<file path="src/otw_pkg.sv">
`timescale 1ns / 1ps
// Shared types, constants and helper functions for the three-wheel odometry block.
// Used by every module under src; depends on nothing.
package otw_pkg;

  // fixed-point constants
  localparam logic [26:0] DEG2RAD_Q32 = 27'd74961321;
  localparam logic [30:0] GYRO_Q40 = 31'd1919009807;
  localparam logic [32:0] TWO_PI_U = 33'd6746518852;
  localparam logic signed [33:0] PI_Q30 = 34'sd3373259426;
  localparam logic signed [33:0] HALF_PI_Q30 = 34'sd1686629713;
  localparam logic signed [33:0] TWO_PI_Q30 = 34'sd6746518852;
  localparam logic signed [33:0] CORDIC_GAIN = 34'sd652032874;
  localparam int CORDIC_STEPS = 30;
  localparam int RED_STEPS = 8;
  localparam int DIV_STEPS = 33;

  // register reset values
  localparam logic [31:0] RST_TRK_RADIUS = 32'd23228148;
  localparam logic [31:0] RST_SIDE_OFFSET = 32'd73950573;
  localparam logic [31:0] RST_BACK_OFFSET = 32'd50331648;
  localparam logic [30:0] RST_GYRO_THRESHOLD = 31'd292818;
  localparam logic signed [31:0] RST_START_HEADING = 32'sd0;

  // configuration register indexes
  localparam logic [2:0] CFG_TRK_RADIUS = 3'd0;
  localparam logic [2:0] CFG_SIDE_OFFSET = 3'd1;
  localparam logic [2:0] CFG_BACK_OFFSET = 3'd2;
  localparam logic [2:0] CFG_GYRO_THRESHOLD = 3'd3;
  localparam logic [2:0] CFG_START_HEADING = 3'd4;

  // wheel selector codes
  localparam logic [1:0] WHEEL_LEFT = 2'd0;
  localparam logic [1:0] WHEEL_RIGHT = 2'd1;
  localparam logic [1:0] WHEEL_BACK = 2'd2;

  typedef enum logic [5:0] {
    ST_IDLE, ST_TR_A, ST_TR_B, ST_TR_C, ST_TR_D, ST_GY_A, ST_GY_B,
    ST_OD_GO, ST_OD_WAIT, ST_OD_END, ST_HD_A, ST_HD_B, ST_HD_C, ST_HD_D,
    ST_SC_GO, ST_SC_WAIT, ST_SC_END, ST_CH_A, ST_CH_B, ST_CH_C, ST_CH_WAIT,
    ST_CH_END, ST_RC_GO, ST_RC_WAIT, ST_RC_END, ST_RT_A, ST_RT_B, ST_RT_C,
    ST_RT_D, ST_RT_E, ST_RT_F, ST_OUT
  } state_t;

  typedef enum logic [2:0] {
    COR_IDLE, COR_RED, COR_FOLD1, COR_FOLD2, COR_ITER
  } cor_ph_t;

  typedef struct packed {
    state_t op;
    logic [1:0] wheel;
    logic chord;
    logic take;
    logic out_load;
  } cmd_t;

  typedef struct packed {
    logic div_busy;
    logic cor_busy;
    logic c_zero;
  } status_t;

  // clamp a wide signed value to 32 bits
  function automatic logic signed [31:0] sat32(input logic signed [67:0] v);
    logic signed [31:0] r;
    if (v > 68'sd2147483647) r = 32'sh7fffffff;
    else if (v < -68'sd2147483648) r = 32'sh80000000;
    else r = v[31:0];
    return r;
  endfunction

  // sign and magnitude to signed 32, magnitude clamped to 2^31-1
  function automatic logic signed [31:0] smag32(input logic neg, input logic [47:0] q);
    logic [30:0] m;
    logic signed [31:0] r;
    m = (q > 48'd2147483647) ? 31'h7fffffff : q[30:0];
    r = $signed({1'b0, m});
    return neg ? -r : r;
  endfunction

  // arctangent of 2^-i in Q2.30
  function automatic logic signed [33:0] atan_q30(input logic [4:0] i);
    logic signed [33:0] r;
    case (i)
      5'd0: r = 34'sh03243F6A8;
      5'd1: r = 34'sh01DAC6705;
      5'd2: r = 34'sh00FADBAFC;
      5'd3: r = 34'sh007F56EA6;
      5'd4: r = 34'sh003FEAB76;
      5'd5: r = 34'sh001FFD55B;
      5'd6: r = 34'sh000FFFAAA;
      5'd7: r = 34'sh0007FFF55;
      5'd8: r = 34'sh0003FFFEA;
      5'd9: r = 34'sh0001FFFFD;
      5'd10: r = 34'sh0000FFFFF;
      default: r = 34'sd1 <<< (5'd30 - i);
    endcase
    return r;
  endfunction

endpackage

</file>
<file path="src/otw_ctrl.sv">
`timescale 1ns / 1ps
// Sequencer for one odometry update: steps the datapath and runs the handshakes.
// Depends on otw_pkg.
module otw_ctrl (
  input  logic             clk,
  input  logic             rst,
  input  logic             s_valid,
  output logic             s_ready,
  output logic             m_valid,
  input  logic             m_ready,
  input  otw_pkg::status_t status,
  output otw_pkg::cmd_t    cmd
);
  import otw_pkg::*;

  state_t state, state_next;
  logic [1:0] wheel;
  logic chord;

  // state register, wheel and chord counters, output valid
  always_ff @(posedge clk) begin
    if (rst) begin
      state <= ST_IDLE;
      wheel <= WHEEL_LEFT;
      chord <= 1'b0;
      m_valid <= 1'b0;
    end else begin
      state <= state_next;
      if (cmd.take) wheel <= WHEEL_LEFT;
      else if (state == ST_TR_D) wheel <= wheel + 2'd1;
      if (state == ST_HD_D) chord <= 1'b0;
      else if (state == ST_CH_END) chord <= 1'b1;
      if (cmd.out_load) m_valid <= 1'b1;
      else if (m_ready) m_valid <= 1'b0;
    end
  end

  // next state
  always_comb begin
    state_next = state;
    case (state)
      ST_IDLE: if (s_valid) state_next = ST_TR_A;
      ST_TR_A: state_next = ST_TR_B;
      ST_TR_B: state_next = ST_TR_C;
      ST_TR_C: state_next = ST_TR_D;
      ST_TR_D: state_next = (wheel == WHEEL_BACK) ? ST_GY_A : ST_TR_A;
      ST_GY_A: state_next = ST_GY_B;
      ST_GY_B: state_next = ST_OD_GO;
      ST_OD_GO: state_next = ST_OD_WAIT;
      ST_OD_WAIT: if (!status.div_busy) state_next = ST_OD_END;
      ST_OD_END: state_next = ST_HD_A;
      ST_HD_A: state_next = ST_HD_B;
      ST_HD_B: state_next = ST_HD_C;
      ST_HD_C: state_next = ST_HD_D;
      ST_HD_D: state_next = status.c_zero ? ST_RC_GO : ST_SC_GO;
      ST_SC_GO: state_next = ST_SC_WAIT;
      ST_SC_WAIT: if (!status.cor_busy) state_next = ST_SC_END;
      ST_SC_END: state_next = ST_CH_A;
      ST_CH_A: state_next = ST_CH_B;
      ST_CH_B: state_next = ST_CH_C;
      ST_CH_C: state_next = ST_CH_WAIT;
      ST_CH_WAIT: if (!status.div_busy) state_next = ST_CH_END;
      ST_CH_END: state_next = chord ? ST_RC_GO : ST_CH_A;
      ST_RC_GO: state_next = ST_RC_WAIT;
      ST_RC_WAIT: if (!status.cor_busy) state_next = ST_RC_END;
      ST_RC_END: state_next = ST_RT_A;
      ST_RT_A: state_next = ST_RT_B;
      ST_RT_B: state_next = ST_RT_C;
      ST_RT_C: state_next = ST_RT_D;
      ST_RT_D: state_next = ST_RT_E;
      ST_RT_E: state_next = ST_RT_F;
      ST_RT_F: state_next = ST_OUT;
      ST_OUT: if (!m_valid || m_ready) state_next = ST_IDLE;
      default: state_next = ST_IDLE;
    endcase
  end

  // command outputs
  always_comb begin
    s_ready = (state == ST_IDLE);
    cmd.op = state;
    cmd.wheel = wheel;
    cmd.chord = chord;
    cmd.take = (state == ST_IDLE) && s_valid;
    cmd.out_load = (state == ST_OUT) && (!m_valid || m_ready);
  end

endmodule

</file>
<file path="config.mk">
export PLATFORM = sky130hd
export DESIGN_NAME = otw_ctrl
export DESIGN_NICKNAME = d
export VERILOG_FILES = /design/src/otw_pkg.sv /design/src/otw_ctrl.sv
export SDC_FILE = /design/constraint.sdc
export NUM_CORES = 1
export LEC_CHECK = 0
export BUFFER_PORTS_ARGS = -buffer_cell sky130_fd_sc_hd__buf_2
export CORE_MARGIN = 2
export CORE_UTILIZATION = 44
export CTS_CLUSTER_SIZE = 28
export DETAILED_ROUTE_END_ITERATION = 6
export PLACE_DENSITY_LB_ADDON = 0.2
export SLEW_MARGIN = 20
export SYNTH_ARGS = -nofsm -noshare
export SYNTH_HDL_FRONTEND = slang
export SYNTH_SLANG_ARGS = --single-unit
</file>
<file path="constraint.sdc">
create_clock -name clk -period 1.5 [get_ports clk]
set_input_delay 0.3 -clock clk [delete_from_list [all_inputs] [get_ports clk]]
set_output_delay 0.3 -clock clk [all_outputs]
set_load 0.02 [all_outputs]
</file>
==> results summary, run 1 <==
The area growth from synthesis to layout is 41.2%. In this run, synthesis produced a sequential element count of 9. The cell taking the most area after synthesis is sky130_fd_sc_hd__dfxtp_1. The final worst clock skew is 0.00593 ns. The share of the synthesized area in the top cell type came out at 27.7%. The number of antenna cells inserted is 0. The final reports fail on negative setup slack.

The data required time of the worst path is 1.20 ns. The per-instance average area after synthesis is 7.38 µm². The vias per cell is 5.97. The number of standard cells in the final layout excluding fillers is 132. The share of the core filled with cells came out at 68.8%.

The number of enable flip-flop cells after synthesis is 0. The peak clock frequency supported by timing came out at 0.601 GHz. The sum of overflow across all layers after global routing came out at 0. The worst setup path is launched from a flop. The full die area is 0.00180 mm². The run finished, with violations left. The multi-input gate area in the final layout is 422 µm². The number of warnings printed during yosys synthesis came out at 0.

The die is 42.4 µm wide. The max-cap check violation count is 0. The internal portion of the total power is 0.438 mW.

The number of I/O pins came out at 20. The fill cell total of the finished layout is 124. The placed wire-length estimate after detailed placement came out at 1340 µm. The synthesized instance count came out at 88. The portion of the clock cycle consumed by the worst path in the final layout came out at 111%. Sequential cells were found to cover 27.7% of the synthesized design area. The post-synthesis instance area came out at 649 µm². The worst setup path is of the flop to output port kind. The analysis attributes to net switching a power of 0.181 mW. The maximum ir drop on the vdd rail came out at 0.450 mV. The final weighted congestion in routability-driven placement came out at 0.790. The ratio of total power to cell area is 675 mW/mm². The number of placed instances, taps included, is 123.

The clock network fraction of total power is 29.6%. Setup repair after global routing could not meet its margin everywhere. The worst setup path is captured at an output port. The number of CTS-inserted buffers came out at 3. The total vias in the final route came out at 788. The synthesized netlist contains 34 unique library cells. The count of hold-fix buffers inserted at cts is 0. The CTS sink count is 9. The cell row count came out at 13. The total area inside the core boundary comes to 0.00133 mm². The power consumption is 0.619 mW. The hold violation count in the final report came out at 0. The fraction of power consumed by combinational cells is 29.3%. For this run, the leading register cell type out of synthesis is sky130_fd_sc_hd__dfxtp_1.

The global-route wire length before repair is 2980 µm. The number of levels the H-tree was split into came out at 1. The clock root buffer is sky130_fd_sc_hd__clkbuf_4. The analysis attributes to cell leakage a power of 0.391 nW. The final worst-path setup slack came out at -0.163 ns. The residual DRC count is 0. The layout net count came out at 126.

The initial antenna violation count was 0. In the final routed layout, each cell accounts on average for 14.2 µm. The total routed wirelength came out at 1870 µm. The post-layout minimum cycle time is 1.66 ns. The clock edge transition at the registers on the reported setup and hold paths came out at 0.06 ns. The share of flip-flops with an asynchronous set or reset is 0%. The CTS tree is done. The sequential standard cell area is 195 µm².

The max-slew violation count is 0. The amount of wire on met2 after detailed routing is 944 µm. The via count of the first global-routing pass is 657. The later pin in the worst-skew pair is clocked with a latency of 0.26 ns. The first-iteration detailed-routing DRC count came out at 56. The antenna violation net count after detailed routing came out at 0. Cells with a size suffix above 1 make up 42.7% of the layout.

The number of nets in the synthesized netlist is 96. The total length of routed met3 wires is 165 µm. At the worst endpoint, the arrival time is 1.36 ns. The maximum clock path buffer count came out at 2.

The relative contribution of sequential cells to total power is 41.1%. The top fanout value on the critical path is 5. Port buffering added 18 buffers.

The length of the first detailed-routing pass in iterations came out at 4. From bottom edge to top edge, the die measures 42.4 µm. After detailed routing, the wire length on met1 is 705 µm. The min-delay analysis places its worst path in the category input port to flop.

The largest net degree at the start of global routing is 12. The global-route usage over all layers is 22.2%. The final setup violation count came out at 3. The starting utilization of the core area is 48.7%. The fraction of power spent switching nets came out at 29.2%. After synthesis, the cell types taking the most area are sky130_fd_sc_hd__dfxtp_1, sky130_fd_sc_hd__a21oi_1, sky130_fd_sc_hd__o21ai_0, sky130_fd_sc_hd__nand2_1, sky130_fd_sc_hd__inv_1. The detailed router used layers up to and including met4.
-- logic make-up (layout without fill, tap and decap cells) --
family          Yosys count  in the layout  synth area share, %
simple gates             33             33                 29.7
fa+ha+maj                 1              1                 1.93
compound gates           28             28                 28.1
buf+inv                  16             45                 11.9
flops                     9              9                 27.7
other cells               1              1                0.577
-- final timing paths --
check	slack, ns	start	endpoint	cells past startpoint
worst max-delay path	-0.16	state[4]$_SDFFE_PP0P_	cmd[1]	4
worst min-delay path	0.34	rst	m_valid$_SDFFE_PP0P_	2
worst max register to register	0.01	state[4]$_SDFFE_PP0P_	state[2]$_SDFFE_PP0P_	4
worst min register to register	0.50	wheel[0]$_SDFFE_PP0P_	wheel[0]$_SDFFE_PP0P_	2
-- final cells by class --
type | instances | share of cell area, %
multi-input combinational | 63 | 46.0
timing repair buffer | 34 | 25.0
sequential | 9 | 21.3
clock buffer | 4 | 2.86
inverter | 7 | 2.86
tap | 15 | 2.05
-- timing repair --
action	4_1_cts	5_1_grt
setup buffers	1	4
pin swaps	1	2
resized for setup	11	4
setup endpoints to repair	5	5
-- per-layer routing --
layer,global-route usage [%],vias to the layer above
met2,39.1,51
li1,-,374
met3,6.03,6
met4,11.3,0
met1,23.9,357
met5,0,-
-- sequential cells by signal, summed over array words and instances, names as in the netlist --
name     cells
m_valid      1
wheel        2
state        5
chord        1
-- power by group through the flow --
stage          logic (mW)  registers [mW]  clock network [mW]
2_1_floorplan      0.0940           0.267                   0
3_3_place_gp        0.152           0.260                   0
3_5_place_dp        0.154           0.262                   0
4_1_cts             0.165           0.253               0.193
5_1_grt             0.194           0.254               0.204
6_report            0.182           0.254               0.183
-- cell usage in the layout (no fill, tap or decap), drive strengths merged, types with 2 or more instances in the layout --
master  synthesis  routed
a31oi           4       4
dfxtp           9       9
buf             9      34
nand3b          2       2
nor2            5       5
o21ai           7       7
o311ai          2       2
nand2           8       8
a21oi           8       8
clkbuf          0       4
nor2b           3       3
inv             7       7
nand2b          2       2
nand3           3       3
or3             3       3
-- worst max-delay path: stages (launching register included) --
cell and delay (ns):
sky130_fd_sc_hd__dfxtp_4 0.37, sky130_fd_sc_hd__nor4_4 0.30, sky130_fd_sc_hd__nor2b_4 0.19, sky130_fd_sc_hd__and2_4 0.14
sky130_fd_sc_hd__buf_6 0.10
-- per-stage QoR --
step	area [µm²]	setup slack (ns)	setup TNS (ns)	hold WS, ns
6_report	917	-0.163	-0.454	0.343
5_1_grt	917	-0.228	-0.685	0.345
4_1_cts	877	-0.188	-0.428	0.333
3_5_place_dp	811	-0.0130	-0.0179	0.496
3_3_place_gp	811	0.0426	0	0.450
2_1_floorplan	677	-0.0606	-0.0606	0.500
-- synth_stat cells, types with 2 or more instances --
cell type                  number
sky130_fd_sc_hd__a21oi_1        8
sky130_fd_sc_hd__buf_2          5
sky130_fd_sc_hd__o21ai_0        6
sky130_fd_sc_hd__a31oi_1        4
sky130_fd_sc_hd__nand3_1        3
sky130_fd_sc_hd__nor2b_1        3
sky130_fd_sc_hd__inv_1          7
sky130_fd_sc_hd__or3_1          3
sky130_fd_sc_hd__nor2_1         5
sky130_fd_sc_hd__buf_4          3
sky130_fd_sc_hd__nand2b_1       2
sky130_fd_sc_hd__nand3b_1       2
sky130_fd_sc_hd__nand2_1        8
sky130_fd_sc_hd__dfxtp_1        9
Note: power is estimated with default switching activity, not from simulation.
==> run 2, diff against run 1 <==
--- a/config.mk
+++ b/config.mk
@@ -10,6 +10,7 @@
 export CORE_UTILIZATION = 44
 export CTS_CLUSTER_SIZE = 28
 export DETAILED_ROUTE_END_ITERATION = 6
+export MAX_ROUTING_LAYER = met4
 export PLACE_DENSITY_LB_ADDON = 0.2
 export SLEW_MARGIN = 20
 export SYNTH_ARGS = -nofsm -noshare
==> run 2 against run 1 <==
  * The flow still finishes with violations (negative setup slack)
  * First-iteration DRC count rose by 5.4%
  * Clock-buffer cell count did not move
  * Register-to-register slack about the same
  * Critical path depth unchanged
  * Combinational power about the same
==> results summary, run 2 (same netlist as run 1, synthesis figures left out) <==
The run finished, with violations left. The final reports fail on negative setup slack. The total routed wirelength is 1870 µm (unchanged).

The number of input and output port buffers inserted is 18 (unchanged). The top fanout value on the critical path came to 5 (unchanged). The starting utilization of the core area is 48.7% (unchanged). The sum of overflow across all layers after global routing came out at 0 (unchanged). Ranked by flip-flop count, first place goes to state. The critical path ends at cmd[1].

The global-route wire length before repair is 3020 µm (+1.2%). The antenna violation net count after detailed routing is 0 (unchanged). The global-route usage over all layers is 22.9% (+0.69 points). Leaving out fill and tap cells, the most frequent cell in the layout is sky130_fd_sc_hd__buf_4. The count of hold-fix buffers inserted at cts is 0 (unchanged). The ratio of total power to cell area is 675 mW/mm² (about the same). The layout net count came out at 126 (unchanged).

The instance area at placement came out at 811 µm² (unchanged). The worst reg2reg path depth is 4 (unchanged). The setup path with the least slack is of type flop to output port. The clock edge transition at the registers on the reported setup and hold paths came out at 0.06 ns (about the same). The number of flip-flops under the largest register name came to 5 (unchanged). The insertion delay to the later sink of the worst-skew pair is 0.26 ns (about the same). The final weighted congestion in routability-driven placement came to 0.801 (+1.4%). The initial antenna violation count is 0 (unchanged). The slack of the worst reg-to-reg path is 0.01 ns (about the same). The number of CTS-inserted buffers was 3 (unchanged). The hold violation count in the final report was 0 (unchanged). The worst setup path is launched from a flop. In this run the critical register-to-register path is launched from state[4]$_SDFFE_PP0P_.

TritonCTS built the clock tree. The launching element of the worst setup path is state[4]$_SDFFE_PP0P_. The placeable core region is 0.00133 mm² (unchanged). The number of antenna cells inserted is 0 (unchanged).

The number of levels the H-tree was split into came out at 1 (unchanged). Relative to the synthesized area, the layout overhead comes to 41.4%. The total vias in the final route is 775 (-1.6%). The full die area came to 0.00180 mm² (unchanged). The top cell types in the final layout, fill and taps aside, are sky130_fd_sc_hd__buf_4, sky130_fd_sc_hd__buf_2, sky130_fd_sc_hd__a21oi_1.

The final worst-path setup slack came out at -0.170 ns (-0.00726 ns). The data required time of the worst path is 1.20 ns (about the same). The die height came out at 42.4 µm (unchanged). The via count of the first global-routing pass came out at 651 (-0.91%). The max-slew violation count is 0 (unchanged). The final non-filler cell area is 918 µm² (+0.14%).

The largest registers in the layout are state x5, wheel x2. The endpoint identified for the worst register-to-register timing path is state[2]$_SDFFE_PP0P_. The post-layout minimum cycle time was 1.67 ns (+0.00726 ns). The die width came out at 42.4 µm (unchanged). Setup repair after global routing could not meet its margin everywhere. The length of the first detailed-routing pass in iterations came to 6 (+2). The static leakage came out at 0.391 nW (+0.13%). The CTS sink count came out at 9 (unchanged). The portion of the clock cycle consumed by the worst path in the final layout is 111% (+0.48 points). The worst setup path is captured at an output port. The maximum ir drop on the vdd rail is 0.450 mV (about the same).

The number of I/O pins came out at 20 (unchanged). The post-route worst hold slack is 0.340 ns (-0.00228 ns). The clock root buffer is sky130_fd_sc_hd__clkbuf_4.

The vias per cell was 5.87 (-1.6%). The first-iteration detailed-routing DRC count is 59 (+5.4%). The residual DRC count came out at 0 (unchanged). In this run the worst hold path is classified as input port to flop. The detail-routed net length per standard cell is 14.2 µm (unchanged).

The placed wire-length estimate after detailed placement is 1340 µm (unchanged). The maximum clock path buffer count is 2 (unchanged). The largest net degree at the start of global routing came out at 12 (unchanged). The final setup violation count came out at 3 (unchanged). The cell row count is 13 (unchanged). The power consumption came out at 0.620 mW (about the same).

The peak clock frequency supported by timing came to 0.599 GHz (-0.43%). The fraction of final layout cells with drive strength greater than 1 came out at 43.6% (+0.85 points). The arrival time of data at the critical path endpoint is 1.37 ns (about the same). The final worst clock skew is 0.00576 ns (-0.000170 ns). The max-cap check violation count is 0 (unchanged).
## run 2: report_power, final
part           total, mW  leakage, nW  internal, mW  switching, mW
Combinational      0.182        0.300        0.0930         0.0888
Clock              0.184       0.0150         0.102         0.0813
Sequential         0.254       0.0763         0.243         0.0112
Total              0.620        0.391         0.438          0.181
## run 2: worst min-delay path by stage
stage	from	endpoint	slack [ns]	cells past startpoint
floorplan	chord$_SDFFE_PP0N_	chord$_SDFFE_PP0N_	0.50	2
global placement	wheel[0]$_SDFFE_PP0P_	wheel[0]$_SDFFE_PP0P_	0.45	2
detailed placement	wheel[0]$_SDFFE_PP0P_	wheel[0]$_SDFFE_PP0P_	0.50	2
CTS	rst	m_valid$_SDFFE_PP0P_	0.33	2
global route	rst	wheel[1]$_SDFFE_PP0P_	0.35	2
finish	rst	m_valid$_SDFFE_PP0P_	0.34	2
## run 2: timing repair
item                                    in CTS  in global routing
buffers inserted                             1                  4
gates resized for setup                     11                  5
endpoints found under the setup margin       5                  5
pin swaps                                    1                  2
## run 2: through the flow
| step | TNS, ns | instances | worst slack, ns | util, % |
|---|---|---|---|---|
| after global routing | -0.693 | 132 | -0.228 | 68.9 |
| after CTS | -0.428 | 128 | -0.188 | 65.8 |
| after global placement | 0 | 123 | 0.0426 | 60.8 |
| after detailed placement | -0.0179 | 123 | -0.0130 | 60.8 |
| final | -0.468 | 132 | -0.170 | 68.9 |
| after floorplan | -0.0606 | 88 | -0.0606 | - |
## run 2: cell type report
| cell class | count | area (µm²) |
|---|---|---|
| Clock buffer | 4 | 26.3 |
| Fill cell | 124 | 415 |
| Inverter | 7 | 26.3 |
| Multi-Input combinational cell | 63 | 422 |
| Sequential cell | 9 | 196 |
| Tap cell | 15 | 18.8 |
| Timing Repair Buffer | 34 | 229 |
## run 2: routing by layer
metal / vias to the layer above / GRT usage, % / wire (µm)
met5: - / - / 0
met4: 0 / 11.3 / 48
met3: 6 / 6.03 / 137
met2: 40 / 38.2 / 936
met1: 356 / 24.9 / 750
li1: 373 / - / -
## run 2: critical path: stages (launching register included)
cell	delay [ns]
sky130_fd_sc_hd__dfxtp_4	0.37
sky130_fd_sc_hd__nor4_4	0.30
sky130_fd_sc_hd__nor2b_4	0.19
sky130_fd_sc_hd__and2_4	0.14
sky130_fd_sc_hd__buf_6	0.10
